**src/design/swhc_pkg.sv**
```systemverilog
package swhc_pkg;

  localparam int unsigned DATA_W  = 32;
  localparam int unsigned WIN_W   = 9;
  localparam logic [WIN_W-1:0]  WINDOW_RESET = 9'd300;
  localparam logic [DATA_W-1:0] COUNT_MAX    = 32'hFFFF_FFFF;

  // tuser command codes
  localparam logic CMD_HIT   = 1'b0;
  localparam logic CMD_QUERY = 1'b1;

  typedef enum logic [1:0] {
    ST_IDLE,
    ST_EXEC,
    ST_EVICT,
    ST_OUT_WAIT
  } state_t;

  typedef struct packed {
    logic load;      // latch the accepted item
    logic exec;      // hit: push or bump; query: nothing
    logic pop;       // drop the head record
    logic out_load;  // move the total into the output register
  } ctrl_cmd_t;

  typedef struct packed {
    logic is_query;
    logic hit_simple;  // empty ring or same time as newest record
    logic old_head;    // ring not empty and head record out of window
    logic out_free;
  } dp_status_t;

endpackage

```
**src/design/swhc_ctrl.sv**
```systemverilog
module swhc_ctrl (
  input  logic                  clk,
  input  logic                  rst,
  input  logic                  in_valid,
  output logic                  in_ready,
  input  swhc_pkg::dp_status_t  status,
  output swhc_pkg::ctrl_cmd_t   cmd
);
  import swhc_pkg::*;

  state_t state, state_next;

  always_ff @(posedge clk) begin
    if (rst) begin
      state <= ST_IDLE;
    end else begin
      state <= state_next;
    end
  end

  always_comb begin
    state_next = state;
    cmd        = '0;
    in_ready   = 1'b0;
    case (state)
      ST_IDLE: begin
        // no transaction is taken while reset is held
        in_ready = !rst;
        if (in_valid && !rst) begin
          cmd.load   = 1'b1;
          state_next = ST_EXEC;
        end
      end
      ST_EXEC: begin
        cmd.exec = 1'b1;
        if (!status.is_query && status.hit_simple) begin
          state_next = ST_IDLE;
        end else begin
          state_next = ST_EVICT;
        end
      end
      ST_EVICT: begin
        if (status.old_head) begin
          cmd.pop = 1'b1;
        end else if (status.is_query) begin
          if (status.out_free) begin
            cmd.out_load = 1'b1;
            state_next   = ST_IDLE;
          end else begin
            state_next = ST_OUT_WAIT;
          end
        end else begin
          state_next = ST_IDLE;
        end
      end
      ST_OUT_WAIT: begin
        if (status.out_free) begin
          cmd.out_load = 1'b1;
          state_next   = ST_IDLE;
        end
      end
      default: begin
        state_next = ST_IDLE;
      end
    endcase
  end

endmodule

```
**config.mk**
```make
export PLATFORM = sky130hd
export DESIGN_NAME = swhc_ctrl
export DESIGN_NICKNAME = d
export VERILOG_FILES = /design/src/design/swhc_pkg.sv /design/src/design/swhc_ctrl.sv
export SDC_FILE = /design/constraint.sdc
export NUM_CORES = 1
export LEC_CHECK = 0
export ABC_AREA = 1
export BUFFER_PORTS_ARGS = -buffer_cell sky130_fd_sc_hd__buf_4
export CORE_AREA = 4 4 41 43
export DETAILED_ROUTE_END_ITERATION = 16
export DIE_AREA = 0 0 45 47
export PLACE_DENSITY_LB_ADDON = 0.05
export SLEW_MARGIN = 20
export SYNTH_ARGS = -nofsm -noshare
export SYNTH_HDL_FRONTEND = slang
export SYNTH_SLANG_ARGS = --single-unit
```
**constraint.sdc**
```tcl
create_clock -name clk -period 1 [get_ports clk]
set_input_delay 0.15 -clock clk [delete_from_list [all_inputs] [get_ports clk]]
set_output_delay 0.15 -clock clk [all_outputs]
set_load 0.005 [all_outputs]
```
==> run metrics, run 1 <==
Placed Area=264 µm²; status=complete, but fails checks; CTS H-tree lvls=1; I/O Pins=12; Root Buffer=clkbuf_4; Hold Crit Class=in2reg; drt drc=0; grt ovf=0; DR pass1 iterations=2; register area=approximately 45 µm²; Data required, critical path=0.85 ns; crit path kind=reg2out; skew final=0.00278 ns; Slew headroom=0.857; number of port buffers=11; CTS tree=yes; fin crit share=1.11; post-layout min period=~1.1 ns; synth unique cells=9; Least-Margin Pin Slew=0.212 ns; Post-Syn Area=between 150 and 200 µm²; Synth warnings=0; WP data arrival=0.96 ns; Max Clk Rate=about 0.9 GHz; initial drt markers=5; Die Ht=approximately 47 µm; ANT nets after route=0; Slew Viols, Final=0; initial antenna violation count=0; TritonCTS buffer count=3; Final Hold Vio Count=0; worst-path maximum fanout=5; Synth Instances=32; Initial Util=0.125; Leakage=between 0.15 and 0.2 nW; clk sinks=2; fillers=~160; P per Cell Area=~1100 mW/mm²; register area share after synthesis=0.246; clk slew on worst S/H paths=0.03 ns; P&R area growth vs syn=102%; routed vias=approximately 230; DR WL/cell=7.85 µm; Max clock buf depth=2; synthesized flop and latch total=2; CTS Hold Buffers Added=0; max-cap violations=0; crit end category=output port; RD Place Congestion=between 0.7 and 0.8; Total GRT Usage=0.0528; CP Launch Type=flop; largest registers=state: 2 flops; Core Region=0.00130 mm²; ANT cells=0; Synth Net Count=39; Detailed Route WL=roughly 490 µm; Rows=13; Largest register FFs=2; vias in the first global route=about 190; Avg Cell Area, Syn=5.08 µm²; Die ar.=0.00212 mm²; maximum VDD drop=about 0.63 mV; final worst-path setup slack=-0.113 ns; setup violators final=5; largest net degree at the start of global routing=6; first-pass GRT wire length=between 700 and 800 µm; vias per std cell=~3.7; post-route cell area=approximately 330 µm²; Clock Latency Late Sink=between 0.2 and 0.25 ns; RSZ-0062 raised after global routing=yes; Largest Register=state; area of the multi-input gates=approximately 120 µm²; Setup WS pre-CTS=0.0166 ns; ratio of cells with drive above 1 in the final layout=0.532; failing checks=negative setup slack; nets@finish=56; WHS=between 0.1 and 0.15 ns; die width=about 45 µm
-- cells by family after synthesis --
logic type	share of synthesized area
buf+inv	0.162
simple gates	0.531
flops	0.246
compound gates	0.0615
-- through the flow --
stage	util	cells	total power [mW]	setup TNS (ns)
6_report	0.252	62	0.372	-0.373
5_1_grt	0.252	62	0.408	-0.808
4_1_cts	0.245	62	0.384	-0.506
3_5_place_dp	0.203	58	0.187	0
3_3_place_gp	0.203	58	0.187	0
2_1_floorplan	-	32	0.138	0
-- worst max-delay path, stage by stage (launching register included) --
cell     delay [ns]
dfxtp_2        0.34
nor2_4         0.12
inv_2          0.05
nor3_2         0.10
buf_4          0.13
-- layer usage --
metal / vias up / share of wire / track usage
met1: 92 / 0.46 / 0.0677
met3: 0 / 0.12 / 0.0383
met2: 9 / 0.42 / 0.0678
met5: - / 0 / 0
met4: 0 / 0 / 0.0175
li1: 126 / - / -
-- synthesized netlist by cell type (all sizes together) --
cell type | count | area (µm²)
inv | 7 | 26.3
nand3 | 1 | 5.00
nand3b | 1 | 7.51
nor2 | 10 | 37.5
a21oi | 1 | 5.00
o21ai | 1 | 5.00
dfxtp | 2 | 40.0
nand2 | 7 | 26.3
nor3 | 2 | 10.0
-- cell type report --
cell class | instances | area share
Clock buffer | 3 | 0.0687
Timing Repair Buffer | 12 | 0.286
Sequential cell | 2 | 0.137
Multi-Input combinational cell | 23 | 0.370
Inverter | 7 | 0.0802
Tap cell | 15 | 0.0573
-- placed cells by master, fill, tap and decap left out --
| cell | n |
|---|---|
| buf_4 | 11 |
| nor2_1 | 8 |
| inv_1 | 5 |
| nand2_1 | 5 |
| clkbuf_4 | 3 |
| inv_2 | 2 |
| nor3_2 | 2 |
| nand2_2 | 2 |
| nor2_2 | 1 |
| nor2_4 | 1 |
| o21ai_0 | 1 |
| nand3b_1 | 1 |
| nand3_1 | 1 |
| a21oi_1 | 1 |
| buf_6 | 1 |
| dfxtp_2 | 1 |
| dfxtp_4 | 1 |
-- power breakdown --
part           leakage [nW]  switching, mW  internal (mW)
sequential           0.0175         0.0110         0.0863
combinational         0.148         0.0485         0.0552
clock                0.0138         0.0388          0.132
-- path summary, 6_finish.rpt --
path	startpoint	endpoint	slack (ns)	cells after the start
max	state[0]	cmd[3]	-0.11	4
min	rst	state[1]	0.12	2
min reg2reg	state[1]	state[0]	0.68	5
max reg2reg	state[1]	state[1]	0.04	7
-- timing repair --
action / in CTS / in global routing
resized for setup: 10 / 3
endpoints found under the hold margin: 0 / 0
buffers inserted: 1 / 0
endpoints found under the setup margin: 5 / 7
pin swaps: 4 / 3
Note: power is estimated with default switching activity, not from simulation.
==> run 2, diff against run 1 <==
--- a/config.mk
+++ b/config.mk
@@ -7,6 +7,8 @@
 export LEC_CHECK = 0
 export ABC_AREA = 1
 export BUFFER_PORTS_ARGS = -buffer_cell sky130_fd_sc_hd__buf_4
+export CELL_PAD_IN_SITES_DETAIL_PLACEMENT = 0
+export CELL_PAD_IN_SITES_GLOBAL_PLACEMENT = 1
 export CORE_AREA = 4 4 41 43
 export DETAILED_ROUTE_END_ITERATION = 16
 export DIE_AREA = 0 0 45 47
==> run metrics, run 2 (synthesis gave the netlist of run 1 again) <==
Max Clk Rate=0.899 GHz (was 0.898 GHz); most frequent cells in the layout=buf_4 (12), nor2_1 (7), inv_1 (5), nand2_1 (5), clkbuf_4 (3) (was buf_4 (11), nor2_1 (8), inv_1 (5), nand2_1 (5), clkbuf_4 (3)); WHS=0.117 ns (about the same); number of port buffers=11 (unchanged); nets@finish=56 (unchanged); TritonCTS buffer count=3 (unchanged); Detailed Route WL=545 µm (was 487 µm); P&R area growth vs syn=108% (was 102%); vias per std cell=3.90 (was 3.66); Largest Register=state (unchanged); P_int=274 µW (was 273 µW); WP data arrival=0.96 ns (about the same); grt ovf=0 (unchanged); Die Ht=47 µm (unchanged); GRT met2 Usage=0.105 (was 0.0678); global routing usage on met1=0.0679 (was 0.0677); most common cell after layout, fill and taps aside=buf_4 (unchanged); DR WL/cell=8.79 µm (was 7.85 µm); initial drt markers=2 (was 5); Final Hold Vio Count=0 (unchanged); ANT cells=0 (unchanged); clock share of power=0.451 (was 0.459); combinational group share of total power=0.289 (was 0.279); Final Util=0.260 (was 0.252); ANT nets after route=0 (unchanged); Die ar.=0.00212 mm² (unchanged); Root Buffer=clkbuf_4 (unchanged); status=complete, but fails checks (unchanged); Critical Path, Cell by Cell=nor2_4, inv_2, nor3_2, buf_4 (unchanged); RSZ-0062 raised after global routing=yes (unchanged); Layout Cells excl Fill=62 (unchanged); first-pass GRT wire length=938 µm (was 779 µm); Max clock buf depth=2 (unchanged); Leakage=0.179 nW (about the same); Slew headroom=0.801 (was 0.857); GR Layer Usage met3=0.0153 (was 0.0383); failing checks=negative setup slack (unchanged); CTS Hold Buffers Added=0 (unchanged); Setup WS pre-CTS=0.0121 ns (was 0.0166 ns); routed vias=242 (was 227); Initial Util=0.125 (unchanged); crit path kind=reg2out (unchanged); setup TNS=-0.363 ns (was -0.373 ns); I/O Pins=12 (unchanged); CTS H-tree lvls=1 (unchanged); post-route cell area=338 µm² (was 328 µm²); CTS tree=yes (unchanged); P per Cell Area=1120 mW/mm² (was 1130 mW/mm²); vias in the first global route=241 (was 189); ratio of cells with drive above 1 in the final layout=0.574 (was 0.532); CP Launch Type=flop (unchanged); Reg power frac=0.260 (was 0.262); max-cap violations=0 (unchanged); clk slew on worst S/H paths=0.03 ns (about the same); Largest register FFs=2 (unchanged); Core Region=0.00130 mm² (unchanged); Least-Margin Pin Slew=0.296 ns (was 0.212 ns); drt drc=0 (unchanged); placed insts=58 (unchanged); switching share of power=0.278 (was 0.264); Max stage delay cell, worst path=dfxtp_4 (was dfxtp_2); initial antenna violation count=0 (unchanged); Placed Area=264 µm² (unchanged); setup violators final=5 (unchanged); die width=45 µm (unchanged); Data required, critical path=0.85 ns (about the same); Pwr Total=379 µW (was 372 µW); DR pass1 iterations=2 (unchanged); Total GRT Usage=0.0631 (was 0.0528); final worst-path setup slack=-0.113 ns (about the same); skew final=0.00144 ns (was 0.00278 ns); Slew Viols, Final=0 (unchanged); Clock Latency Late Sink=0.22 ns (about the same); max incr delay on CP=0.35 ns (was 0.34 ns); post-DP HPWL=between 400 and 500 µm; RD Place Congestion=0.636 (was 0.716); GRT busiest layer=met2 (unchanged); Psw=105 µW (was 98.3 µW); fin crit share=1.11 (about the same); Rows=13 (unchanged); Hold Crit Class=in2reg (unchanged); maximum VDD drop=0.460 mV (was 0.634 mV); largest net degree at the start of global routing=6 (unchanged); clk sinks=2 (unchanged); fillers=159 (was 157); largest registers=state: 2 flops (unchanged); worst-path maximum fanout=4 (was 5); post-layout min period=1.11 ns (about the same); crit end category=output port (unchanged)
==> run 2: worst max-delay path: cells and delay by family, from the launching register on <==
family / cells / cell delay, ns
flops: 1 / 0.35
simple gates: 2 / 0.21
buf+inv: 2 / 0.18
==> run 2: worst paths after layout <==
path                 start        to  slack, ns  cells after the start
setup / recovery  state[1]    cmd[3]      -0.11                      4
hold / removal         rst  state[1]       0.12                      2
setup reg to reg  state[1]  state[1]       0.03                      7
hold reg to reg   state[1]  state[0]       0.69                      5
==> run 2: repair_timing <==
item / in CTS / in global routing
resized for setup: 11 / 5
pin swaps: 4 / 3
setup endpoints to repair: 5 / 7
setup buffers: 1 / 0
==> run 2: per-layer routing <==
metal  vias to the layer above  wire length (µm)
li1                        126                 -
met1                       107               229
met2                         9               258
met3                         0                58
met4                         0                 0
met5                         -                 0
==> run 2: cell type report <==
type | instances | area, µm² | area share
well taps | 15 | 18.8 | 0.0556
inverters | 7 | 26.3 | 0.0778
repair buffers | 12 | 90.1 | 0.267
clock buffers | 3 | 22.5 | 0.0667
flip-flops and latches | 2 | 47.5 | 0.141
multi-input cells | 23 | 133 | 0.393
==> run 2: power groups by stage <==
stage          Sequential, mW  Combinational [mW]  Clock [mW]
6_report               0.0984               0.110       0.171
4_1_cts                0.0975               0.108       0.183
5_1_grt                 0.100               0.128       0.184
2_1_floorplan          0.0929              0.0451           0
3_5_place_dp           0.0946              0.0946           0
3_3_place_gp           0.0947              0.0955           0
==> run 3, diff against run 2 <==
--- a/config.mk
+++ b/config.mk
@@ -12,7 +12,8 @@
 export CORE_AREA = 4 4 41 43
 export DETAILED_ROUTE_END_ITERATION = 16
 export DIE_AREA = 0 0 45 47
-export PLACE_DENSITY_LB_ADDON = 0.05
+export GPL_ROUTABILITY_DRIVEN = 0
+export PLACE_DENSITY = 0.51
 export SLEW_MARGIN = 20
 export SYNTH_ARGS = -nofsm -noshare
 export SYNTH_HDL_FRONTEND = slang
==> run metrics, run 3 (synthesis gave the netlist of run 1 again) <==
largest net degree at the start of global routing=6 (unchanged); drt drc=0 (unchanged); maximum VDD drop=0.529 mV (was 0.460 mV); Detailed Route WL=543 µm (was 545 µm); Leakage=0.208 nW (was 0.179 nW); Slew Viols, Final=0 (unchanged); Max stage delay cell, worst path=dfxtp_4 (unchanged); P&R area growth vs syn=139% (was 108%); Die ar.=0.00212 mm² (unchanged); failing checks=negative setup slack (unchanged); DR pass1 iterations=1 (was 2); CTS H-tree lvls=1 (unchanged); Hold Crit Class=in2reg (unchanged); initial drt markers=0 (was 2); vias per std cell=3.86 (was 3.90); ANT cells=0 (unchanged); grt ovf=0 (unchanged); first-pass GRT wire length=931 µm (was 938 µm); max incr delay on CP=0.36 ns (was 0.35 ns); ANT nets after route=0 (unchanged); Clock Latency Late Sink=0.22 ns (about the same); final worst-path setup slack=-0.128 ns (was -0.113 ns); crit path kind=reg2out (unchanged); Largest Register=state (unchanged); max-cap violations=0 (unchanged); post-DP HPWL=399 µm (was 448 µm); number of port buffers=11 (unchanged); ratio of cells with drive above 1 in the final layout=0.694 (was 0.574); Max Clk Rate=0.887 GHz (was 0.899 GHz); RSZ-0062 raised after global routing=yes (unchanged); skew final=0.00321 ns (was 0.00144 ns); setup TNS=-0.433 ns (was -0.363 ns); Critical Path, Cell by Cell=nor2_4, inv_2, nor3_2, buf_4 (unchanged); Max clock buf depth=2 (unchanged); I/O Pins=12 (unchanged); TritonCTS buffer count=3 (unchanged); most frequent cells in the layout=buf_4 (12), nor2_1 (5), inv_1 (4) (was buf_4 (12), nor2_1 (7), inv_1 (5), nand2_1 (5), clkbuf_4 (3)); CTS tree=yes (unchanged); Root Buffer=clkbuf_4 (unchanged); crit end category=output port (unchanged); fin crit share=1.13 (was 1.11); Slew headroom=0.875 (was 0.801); initial antenna violation count=0 (unchanged); Largest register FFs=2 (unchanged); CP Launch Type=flop (unchanged); nets@finish=58 (was 56); clk sinks=2 (unchanged); Core Region=0.00130 mm² (unchanged); Setup WS pre-CTS=0.0280 ns (was 0.0121 ns); DR WL/cell=8.48 µm (was 8.79 µm); Final Hold Vio Count=0 (unchanged); clk slew on worst S/H paths=0.03 ns (about the same); Total GRT Usage=0.0639 (was 0.0631); vias in the first global route=251 (was 241); post-layout min period=1.13 ns (was 1.11 ns); Least-Margin Pin Slew=0.187 ns (was 0.296 ns); Initial Util=0.125 (unchanged); Rows=13 (unchanged); largest registers=state: 2 flops (unchanged); P per Cell Area=1050 mW/mm² (was 1120 mW/mm²); die width=45 µm (unchanged); most common cell after layout, fill and taps aside=buf_4 (unchanged); status=complete, but fails checks (unchanged); routed vias=247 (was 242); setup violators final=5 (unchanged); Data required, critical path=0.85 ns (about the same); Die Ht=47 µm (unchanged); worst-path maximum fanout=4 (unchanged); WP data arrival=0.98 ns (was 0.96 ns)
-- run 3: worst paths after layout --
path / slack (ns) / cells past startpoint / to / from
setup / recovery: -0.13 / 4 / cmd[3] / state[1]
hold / removal: 0.11 / 2 / state[1] / rst
setup reg to reg: 0.02 / 7 / state[1] / state[1]
hold reg to reg: 0.71 / 4 / state[0] / state[1]
-- run 3: layout make-up --
cell class                 count  area [µm²]
inverter                       7        28.8
fill                         155         912
clock buffer                   3        22.5
multi-input combinational     23         159
tap                           15        18.8
sequential                     2        47.5
timing repair buffer          14         113
-- run 3: layer usage --
layer / share of wire / GRT usage
met4: 0 / 0.0351
met3: 0.12 / 0.0460
met5: 0 / 0
met2: 0.47 / 0.102
met1: 0.42 / 0.0611
-- run 3: critical path: cells and delay by family, from the launching register on --
kind                   cells  cell delay, ns
AND/OR/NAND/NOR            2            0.23
flip-flops                 1            0.36
buffers and inverters      2            0.18
-- run 3: power breakdown --
group	switching [mW]	internal, mW	leakage [nW]
clock network	0.0439	0.132	0.0138
registers	0.0136	0.0860	0.0178
logic	0.0640	0.0702	0.177
-- run 3: stage by stage --
step	std cells	total power [mW]	hold WS [ns]	utilization	area [µm²]
final	64	0.410	0.111	0.299	389
after global routing	64	0.451	0.105	0.299	389
after CTS	63	0.400	0.110	0.263	343
after detailed placement	58	0.187	0.350	0.203	264
after global placement	58	0.190	0.352	0.203	264
after floorplan	32	0.138	0.222	-	163
-- run 3: what timing repair did --
item,CTS,global route
pin swaps,3,7
hold buffers,0,0
setup buffers,2,1
gates resized for setup,16,12
setup endpoints to repair,5,7
